==> src/rtl/bfwm_pkg.sv <==
// shared constants and codes for the bounded fifo window mean block
`timescale 1ns / 1ps
`default_nettype none
package bfwm_pkg;

	localparam int DEPTH      = 5;
	localparam int VALUE_BITS = 12;

	// fixed field widths at the ports
	localparam int YEAR_W = 12;
	localparam int OCC_W  = 3;

	localparam int CNT_W = $clog2(DEPTH + 1);
	localparam int IDX_W = (DEPTH > 1) ? $clog2(DEPTH) : 1;
	localparam int SUM_W = VALUE_BITS + CNT_W;
	// numerator 2*sum+count and denominator 2*count
	localparam int NUM_W = SUM_W + 1;
	localparam int DEN_W = CNT_W + 1;

	// widening widths used to resize between storage and ports
	localparam int VW = (VALUE_BITS > YEAR_W) ? VALUE_BITS : YEAR_W;
	localparam int CW = (CNT_W > OCC_W) ? CNT_W : OCC_W;
	localparam int MW = (NUM_W > YEAR_W) ? NUM_W : YEAR_W;

	localparam logic ACT_INSERT = 1'b0;
	localparam logic ACT_REMOVE = 1'b1;

	localparam logic STATUS_OK    = 1'b0;
	localparam logic STATUS_EMPTY = 1'b1;

endpackage
`default_nettype wire

==> src/rtl/bounded_fifo_window_mean.sv <==
// bounded fifo of year values with a running sum and rounded mean
// usage:
//   raise start with action and year_in while busy is low; the command is
//   taken at that edge and busy stays high until the result is shown.
//   action insert appends year_in, first evicting the oldest entry when the
//   queue is full; action remove pops the oldest entry.
//   the result (status, out_valid, year_out, mean_year, occupancy) is held
//   for exactly one cycle while done is high; there is no back pressure.
// sequencing:
//   a command steps through the update, prep and divide states to the done
//   state; the divide state waits on the restoring divider that
//   forms floor((2*sum+count)/(2*count)) one quotient bit per cycle.
//   an empty queue skips the divider and goes from prep straight to done.
//   busy drops after the done cycle, so a new command may be taken right then.
// reset:
//   arst_n clears pointers, count, sum and the sequencer; the queue is empty.
`timescale 1ns / 1ps
`default_nettype none
module bounded_fifo_window_mean (
	input  wire logic                        clk,
	input  wire logic                        arst_n,
	input  wire logic                        start,
	output logic                             busy,
	input  wire logic                        action,
	input  wire logic [bfwm_pkg::YEAR_W-1:0] year_in,
	output logic                             done,
	output logic                             status,
	output logic                             out_valid,
	output logic      [bfwm_pkg::YEAR_W-1:0] year_out,
	output logic      [bfwm_pkg::YEAR_W-1:0] mean_year,
	output logic      [bfwm_pkg::OCC_W-1:0]  occupancy
);
	import bfwm_pkg::*;

	typedef enum logic [4:0] {
		ST_IDLE = 5'b00001,
		ST_UPD  = 5'b00010,
		ST_PREP = 5'b00100,
		ST_DIV  = 5'b01000,
		ST_DONE = 5'b10000
	} state_t;

	state_t state_q;

	logic [VALUE_BITS-1:0] store_q [DEPTH];
	logic [IDX_W-1:0]      head_q;
	logic [IDX_W-1:0]      tail_q;
	logic [CNT_W-1:0]      count_q;
	logic [SUM_W-1:0]      sum_q;

	logic                  action_q;
	logic [VALUE_BITS-1:0] value_q;
	logic [VALUE_BITS-1:0] head_val_q;

	logic                  status_q;
	logic                  out_valid_q;
	logic [YEAR_W-1:0]     year_out_q;
	logic [YEAR_W-1:0]     mean_q;

	logic                  accept;
	logic                  full;
	logic                  empty;
	logic                  do_pop;
	logic                  do_push;
	logic [SUM_W-1:0]      pop_amt;
	logic [SUM_W-1:0]      push_amt;
	logic [IDX_W-1:0]      head_nxt;
	logic [IDX_W-1:0]      tail_nxt;
	logic [VW-1:0]         year_in_wide;
	logic [VW-1:0]         head_val_wide;
	logic [CW-1:0]         count_wide;
	logic [MW-1:0]         quot_wide;

	logic                  div_go;
	logic                  div_done;
	logic [NUM_W-1:0]      div_num;
	logic [DEN_W-1:0]      div_den;
	logic [NUM_W-1:0]      div_quot;

	assign accept = start && !busy;
	assign busy   = (state_q != ST_IDLE);
	assign full   = (count_q == CNT_W'(DEPTH));
	assign empty  = (count_q == '0);

	assign year_in_wide  = VW'(year_in);
	assign head_val_wide = VW'(head_val_q);
	assign count_wide    = CW'(count_q);
	assign quot_wide     = MW'(div_quot);

	// pop on remove of a non-empty queue or on insert into a full one
	assign do_push  = (action_q == ACT_INSERT);
	assign do_pop   = do_push ? full : !empty;
	assign pop_amt  = do_pop ? SUM_W'(head_val_q) : '0;
	assign push_amt = do_push ? SUM_W'(value_q) : '0;
	assign head_nxt = (head_q == IDX_W'(DEPTH - 1)) ? '0 : head_q + 1'b1;
	assign tail_nxt = (tail_q == IDX_W'(DEPTH - 1)) ? '0 : tail_q + 1'b1;

	assign div_go  = (state_q == ST_PREP) && !empty;
	assign div_num = {sum_q, 1'b0} + NUM_W'(count_q);
	assign div_den = {count_q, 1'b0};

	bfwm_div u_div (
		.clk    (clk),
		.arst_n (arst_n),
		.go     (div_go),
		.num    (div_num),
		.den    (div_den),
		.done   (div_done),
		.quot   (div_quot)
	);

	always_ff @(posedge clk or negedge arst_n) begin
		if (!arst_n) begin
			state_q <= ST_IDLE;
			head_q  <= '0;
			tail_q  <= '0;
			count_q <= '0;
			sum_q   <= '0;
		end else begin
			unique case (state_q)
				ST_IDLE: begin
					if (accept) begin
						state_q <= ST_UPD;
					end
				end
				ST_UPD: begin
					sum_q <= sum_q - pop_amt + push_amt;
					if (do_pop) begin
						head_q <= head_nxt;
					end
					if (do_push) begin
						tail_q <= tail_nxt;
					end
					if (do_push && !do_pop) begin
						count_q <= count_q + 1'b1;
					end else if (do_pop && !do_push) begin
						count_q <= count_q - 1'b1;
					end
					state_q <= ST_PREP;
				end
				ST_PREP: begin
					state_q <= empty ? ST_DONE : ST_DIV;
				end
				ST_DIV: begin
					if (div_done) begin
						state_q <= ST_DONE;
					end
				end
				ST_DONE: begin
					state_q <= ST_IDLE;
				end
				default: begin
					state_q <= ST_IDLE;
				end
			endcase
		end
	end

	// payload registers and entry storage
	always_ff @(posedge clk) begin
		if (accept) begin
			action_q   <= action;
			value_q    <= year_in_wide[VALUE_BITS-1:0];
			head_val_q <= store_q[head_q];
		end
		if (state_q == ST_UPD) begin
			if (do_push) begin
				store_q[tail_q] <= value_q;
			end
			status_q    <= (!do_push && empty) ? STATUS_EMPTY : STATUS_OK;
			out_valid_q <= do_pop;
			year_out_q  <= do_pop ? head_val_wide[YEAR_W-1:0] : '0;
		end
		if (state_q == ST_PREP && empty) begin
			mean_q <= '0;
		end else if (state_q == ST_DIV && div_done) begin
			mean_q <= quot_wide[YEAR_W-1:0];
		end
	end

	assign done      = (state_q == ST_DONE);
	assign status    = status_q;
	assign out_valid = out_valid_q;
	assign year_out  = year_out_q;
	assign mean_year = mean_q;
	assign occupancy = count_wide[OCC_W-1:0];

endmodule
`default_nettype wire

==> src/rtl/bfwm_div.sv <==
// restoring divider, one quotient bit per cycle
`timescale 1ns / 1ps
`default_nettype none
module bfwm_div (
	input  wire logic                       clk,
	input  wire logic                       arst_n,
	input  wire logic                       go,
	input  wire logic [bfwm_pkg::NUM_W-1:0] num,
	input  wire logic [bfwm_pkg::DEN_W-1:0] den,
	output logic                            done,
	output logic      [bfwm_pkg::NUM_W-1:0] quot
);
	import bfwm_pkg::*;

	localparam int ITER_W = $clog2(NUM_W + 1);

	logic              run_q;
	logic [ITER_W-1:0] iter_q;
	logic [DEN_W-1:0]  den_q;
	logic [DEN_W-1:0]  rem_q;
	logic [NUM_W-1:0]  num_q;
	logic [DEN_W:0]    trial;
	logic              qbit;
	logic [DEN_W-1:0]  diff;

	assign trial = {rem_q, num_q[NUM_W-1]};
	assign qbit  = (trial >= {1'b0, den_q});
	// the difference is below den when qbit is set, so the low bits suffice
	assign diff  = trial[DEN_W-1:0] - den_q;

	always_ff @(posedge clk or negedge arst_n) begin
		if (!arst_n) begin
			run_q  <= 1'b0;
			iter_q <= '0;
			done   <= 1'b0;
		end else begin
			done <= 1'b0;
			if (go) begin
				run_q  <= 1'b1;
				iter_q <= ITER_W'(NUM_W);
			end else if (run_q) begin
				iter_q <= iter_q - 1'b1;
				if (iter_q == ITER_W'(1)) begin
					run_q <= 1'b0;
					done  <= 1'b1;
				end
			end
		end
	end

	// quotient bits shift into the numerator register as it empties
	always_ff @(posedge clk) begin
		if (go) begin
			num_q <= num;
			den_q <= den;
			rem_q <= '0;
		end else if (run_q) begin
			rem_q <= qbit ? diff : trial[DEN_W-1:0];
			num_q <= {num_q[NUM_W-2:0], qbit};
		end
	end

	assign quot = num_q;

endmodule
`default_nettype wire

==> config.mk <==
export PLATFORM = sky130hd
export DESIGN_NAME = bounded_fifo_window_mean
export DESIGN_NICKNAME = d
export VERILOG_FILES = /design/src/rtl/bfwm_pkg.sv /design/src/rtl/bounded_fifo_window_mean.sv /design/src/rtl/bfwm_div.sv
export SDC_FILE = /design/constraint.sdc
export NUM_CORES = 1
export LEC_CHECK = 0
export ABC_AREA = 1
export BUFFER_PORTS_ARGS = -buffer_cell sky130_fd_sc_hd__buf_4
export CORE_MARGIN = 10
export CORE_UTILIZATION = 45
export CTS_CLUSTER_DIAMETER = 50
export DETAILED_ROUTE_END_ITERATION = 8
export GPL_TIMING_DRIVEN = 0
export HOLD_SLACK_MARGIN = 0.06
export SKIP_CTS_REPAIR_TIMING = 1
export SKIP_LAST_GASP = 1
export SLEW_MARGIN = 10
export SYNTH_ARGS = -nofsm -noshare
export SYNTH_HDL_FRONTEND = slang
export SYNTH_SLANG_ARGS = --single-unit
==> constraint.sdc <==
create_clock -name clk -period 3.25 [get_ports clk]
set_input_delay 0 -clock clk [delete_from_list [all_inputs] [get_ports clk]]
set_output_delay 0 -clock clk [all_outputs]
set_load 0.02 [all_outputs]
* Word level (Yosys, flattened, before mapping)
Memories as Yosys holds them, arrays and structs flattened. A register that Yosys moved wholly into a read port is not among the register bits.
Index checks and enable logic that the tools add are counted.
** Storage, ports and cells
- Flip-flop bits (word level) :: 98
- RAM bits :: 60
- Bits of input ports :: 16
- Output and inout bits :: 31
- Memories :: 1
** Operators by class
- $add $sub $neg :: 9
- Magnitude comparators :: 1
- Eq/ne operators :: 12
- Mux-type cells :: 26
- Bitwise gates (word level) :: 1
- Reduce and logical (&&, ||, !) cells :: 17
** Memory list
- store_q :: depth 5, width 12, rd ports 1, clocked after memory_dff 1, wr ports 1, RTL line bounded_fifo_window_mean.sv:45 : logic [VALUE_BITS-1:0] store_q [DEPTH];
** Operators with widths (number)
- $mux 16 :: 2
- $mux 5 :: 5
- $mux 12 :: 2
- $pmux 5 s4 :: 1
- $add 16x3->16 :: 1
- $add 15x12->15 :: 1
- $sub 15x12->15 :: 1
- $mux 3 :: 4
- $mux 1 :: 11
- $eq 5x1->1 const B :: 2
- $add 3x1->3 const B :: 3
- $eq 3x3->1 const B :: 3
- $reduce_and 2->1 :: 4
- $logic_and 1x1->1 :: 7
- $eq 5x2->1 const B :: 1
- $eq 5x3->1 const B :: 1
- $eq 5x4->1 const B :: 1
- $eq 5x5->1 const B :: 1
- $ge 5x4->1 :: 1
- $ne 5x1->1 const B :: 1
- $sub 5x1->5 const B :: 1
- $mux 4 :: 1
- $reduce_bool 2->1 :: 2
- $sub 4x4->4 :: 1
- 6 further kinds :: 8

* Logic depth before layout (Yosys ltp)
- Depth in word-level cells :: 7
- Gate-level depth with buffers :: 20

* By module
A second synthesis with hierarchy kept.
** Second synthesis, totals
- Cells, all modules :: 903
- Area, all modules :: 8529.4 um2
** By module, submodules not included
- bounded_fifo_window_mean :: instances 1, cells an instance 745, area each 7048.0 um2, sequential area each 3940.0 um2
- bfwm_div :: instances 1, cells an instance 158, area each 1481.4 um2, sequential area each 855.8 um2

* Least setup slack after synthesis
OpenSTA, ideal clock, no wires.
- Kind :: register to register
- Start point :: reg count_q[1] (netlist: occupancy[1])
- End point :: reg sum_q[6]
- Library setup time :: 0.130 ns
- Data arrival time :: 2.821 ns
- Setup slack :: 0.299 ns
- Stages on the path, launching flop included :: 17
- Cell sequence :: dfrtp_1 > inv_1 > nand3_1 > nand2_4 > nand2_8 > buf_6 > nor2_1 > fa_1 > inv_1 > ha_1 > nand2_1 > nand2_1 > nand2_1 > nand3_1 > or2_2 > nand3_1 > o21ai_0
** On the way
- Cells in the longest elaborated chain, start to end :: 6
** RTL lines
- start, declared :: RTL line bounded_fifo_window_mean.sv:48 : logic [CNT_W-1:0] count_q;
- start signal, assigned :: RTL line bounded_fifo_window_mean.sv:135 : count_q <= count_q + 1'b1;
- start signal, assigned :: RTL line bounded_fifo_window_mean.sv:137 : count_q <= count_q - 1'b1;
- $logic_not 3->1 :: RTL line bounded_fifo_window_mean.sv:83 : assign empty = (count_q == '0);
- $logic_not 1->1 :: RTL line bounded_fifo_window_mean.sv:92 : assign do_pop = do_push ? full : !empty;
- $mux 1 (*) :: RTL line bounded_fifo_window_mean.sv:92
- $mux 12 (*) :: RTL line bounded_fifo_window_mean.sv:93 : assign pop_amt = do_pop ? SUM_W'(head_val_q) : '0;
- $sub 15x12->15 (*) :: RTL line bounded_fifo_window_mean.sv:127 : sum_q <= sum_q - pop_amt + push_amt;
- $add 15x12->15 (*) :: RTL line bounded_fifo_window_mean.sv:127
- end signal, assigned :: RTL line bounded_fifo_window_mean.sv:127
- end, declared :: RTL line bounded_fifo_window_mean.sv:49 : logic [SUM_W-1:0] sum_q;
Mark *: on every way between the ends. The rest lies on a longest branch, timed or not.
A chain may end at the register's enable or synchronous reset.

* Worst setup path in the final report
- Start point :: reg action_q
- End point :: reg sum_q[12]
** On the way
- Cells in the longest elaborated chain, start to end :: 4
** RTL lines
- start, declared :: RTL line bounded_fifo_window_mean.sv:51 : logic action_q;
- start signal, assigned :: RTL line bounded_fifo_window_mean.sv:162 : action_q <= action;
- $mux 1 :: RTL line bounded_fifo_window_mean.sv:92
- $mux 12 :: RTL line bounded_fifo_window_mean.sv:93
- $sub 15x12->15 :: RTL line bounded_fifo_window_mean.sv:127
- $add 15x12->15 (*) :: RTL line bounded_fifo_window_mean.sv:127
Marked as above.

==> results.json <==
{
  "regToRegEndpoint": "sum_q[12]$_DFFE_PN0P_",
  "worstSetupStartpoint": "action_q$_DFFE_PP_",
  "netlist_instances": 866,
  "gp_congestion": 0.889,
  "cts_buffer_depth": 2,
  "dr.pass1.iters": 5,
  "setup_viol": 0,
  "cellLeakagePower_nw": 4.40,
  "synth_seq_cells": 170,
  "grt-ovfl-total": 0,
  "synth_warnings": 0,
  "cp_top_family": "adder cells",
  "dpl_cell_area_mm2": 0.00918,
  "powerDensity_mw_per_mm2": 1170,
  "drt_iter0_markers": 394,
  "ys_seq_area_share_pct": 56.2,
  "slew_headroom_pct": 48.9,
  "fin_area_mm2": 0.00999,
  "worst_slew_pin_slew_ns": 0.765,
  "worstPathCellList": "inv_2 -> nor2_4 -> inv_2 -> nand2_8 -> buf_6 -> nor2_1 -> fa_1 -> fa_1 -> inv_1 -> nand3_1 -> nand3_2 -> nand3_1 -> nand3_1 -> nand2_1 -> nand3_1 -> nand2_1",
  "synth_area_leaders": "edfxtp_1, dfrtp_1, nand2_1",
  "drv_slew": 0,
  "rows": 50,
  "cts_buffers": 17,
  "dp_hpwl_um": 13000,
  "path_buf_inv": 4,
  "dp_slack_ns": 0.00536,
  "io_buffers": 46,
  "cp_max_fo": 10,
  "syn_area_mm2": 0.00847,
  "wire_per_inst_um": 14.2,
  "via_per_inst": 4.80,
  "async_flop_share_pct": 21.2,
  "p_clk_share_pct": 17.6,
  "r2r-start": "action_q$_DFFE_PP_",
  "p_seq_share_pct": 31.7,
  "num_vias": 5756,
  "endpoint_kind": "flop",
  "dieArea_mm2": 0.0247,
  "criticalPathCategory": "reg -> reg",
  "start_kind": "flop",
  "grt_antenna_before_repair": 0,
  "cp.required_ns": 3.56,
  "cap_violations": 0,
  "grt_usage_pct": 14.7,
  "hold_viol": 0,
  "crit_path_frequent_cell": "nand3_1",
  "pin_count": 47,
  "cpPeakStageDelay_ns": 0.50,
  "grt_pass1_wl_um": 28700,
  "cts.sinks": 170,
  "tritoncts": "done",
  "grt_pass1_vias": 5868,
  "clk-insertion-delay-late_ns": 0.43,
  "cp.depth": 16,
  "layout-drive-gt1-share_pct": 16.0,
  "yosys-top-cells-count": "nand2_1, inv_1, nor2_1, edfxtp_1, o21ai_0",
  "die_w_um": 157,
  "internal_power_w": 0.00650,
  "max-vdd-ir-drop_v": 0.000579,
  "nets": 1011,
  "htreeDepth": 4,
  "period_needed_ns": 3.06,
  "ys.flop_type": "edfxtp_1",
  "syn-mean-instance-area_um2": 9.79,
  "dieHeight_um": 157,
  "synth_nets": 924,
  "finalWorstSetupSlack_ns": 0.188,
  "r2r_setup_slack_ns": 0.19,
  "crit_path_end": "sum_q[12]$_DFFE_PN0P_",
  "synthToLayoutAreaGrowth_pct": 17.9,
  "totalWireLength_um": 17000,
  "arrival_ns": 3.38,
  "r2r_cells": 16,
  "synth_enable_flop_cells": 118,
  "cp_slowest_cell": "fa_1",
  "yosysMostFrequentCell": "nand2_1",
  "nFillCells": 1717,
  "fin_total_pwr_w": 0.0117,
  "finalCritPeriodShare_pct": 94.2,
  "status": "completed",
  "yosysTopAreaCell": "edfxtp_1",
  "p_switching_w": 0.00517,
  "cts.clk_slew.worst_paths_ns": 0.07,
  "combPwrFrac_pct": 50.7,
  "swShare_pct": 44.3,
  "synth_top_area_share_pct": 41.8,
  "drc_errors": 0,
  "hp-class": "in -> async",
  "start_util_pct": 45.5,
  "max_freq_ghz": 0.327,
  "grt_max_degree": 37,
  "skew_ns": 0.0130,
  "whs_ns": 0.0632,
  "synthDistinctLibCells": 46,
  "cts_root_buf": "clkbuf_16",
  "core-area_mm2": 0.0186,
  "diodes": 0,
  "drtAntennaViolNets": 0
}
## cell usage in the layout (no fill, tap or decap), types with 4 or more instances in the layout
cell           synthesis  layout
dfrtp_1               35      32
buf_2                  9      12
nand3_1               39      36
edfxtp_1             118     118
nor3_1                 5       5
nor4_2                 0       5
buf_6                  6       6
dfxtp_1               16      16
o21ai_1                8       8
nor2_1               121     120
buf_4                  2      52
xor2_1                12      12
inv_8                  0       5
ha_1                  27      25
nand4_1               10      10
inv_1                136     133
nand2_1              163     163
fa_1                  15      15
clkbuf_16              0      17
o21ai_0               55      55
inv_2                  5       8
a21oi_1               22      22
a31oi_1               13      13
nand3_2                1       4
o21ai_2                5       5
dlygate4sd3_1          0      15
nor3_2                 4       4
nor2_4                 4       5
## through the flow
step / setup TNS [ns] / utilization (%) / instances
after floorplan: 0 / - / 866
after global placement: -3.40 / 48.9 / 1146
after detailed placement: 0 / 49.2 / 1151
after CTS: -0.0179 / 52.5 / 1183
after global routing: -0.0148 / 53.6 / 1200
final: 0 / 53.6 / 1200
## power by group through the flow
stage                     Sequential [W]  Clock [W]  Combinational [W]
after CTS                        0.00372    0.00208            0.00584
after floorplan                  0.00377          0            0.00426
after global placement           0.00374          0            0.00566
final                            0.00370    0.00205            0.00592
after global routing             0.00381    0.00218            0.00688
after detailed placement         0.00376          0            0.00581
## sequential cells by signal, indices dropped and copies added (netlist names), 5 cells and up
name          cells
sum_q            15
state_q           5
mean_year        12
u_div.quot       16
u_div.iter_q      5
year_out         12
store_q          60
value_q          12
head_val_q       12
## kinds of logic after synthesis
kind of cell / after synthesis / share of synthesized area, %
fa+ha+maj: 42 / 7.53
buf+inv: 164 / 8.11
xor+xnor: 15 / 1.55
compound gates: 109 / 7.16
simple gates: 366 / 19.4
flops: 170 / 56.2
## area by class of cell
cell class	instances	area, um^2	share of cell area [%]
inverters	143	543	5.44
flip-flops and latches	170	4770	47.8
clock inverters	15	181	1.82
repair buffers	68	541	5.41
clock buffers	17	425	4.26
multi-input cells	532	3090	30.9
plain buffers	21	145	1.45
well taps	234	293	2.93
## worst min-delay path by stage
stage	end	slack, ns	cells past startpoint
after global placement	tail_q[1]$_DFFE_PN0P_	-0.002	1
final	tail_q[0]$_DFFE_PN0P_	0.06	2
after detailed placement	tail_q[1]$_DFFE_PN0P_	-0.003	1
after floorplan	head_q[0]$_DFFE_PN0P_	-0.30	0
after CTS	tail_q[1]$_DFFE_PN0P_	-0.46	1
after global routing	tail_q[0]$_DFFE_PN0P_	0.12	2
## layer usage
| layer | part of all wire, % | global-route usage (%) |
|---|---|---|
| met1 | 44 | 17.3 |
| met2 | 51 | 25.9 |
| met3 | 3.6 | 3.71 |
| met4 | 1.1 | 4.19 |
| met5 | 0 | 0 |
Power figures use the tool's default switching activity.
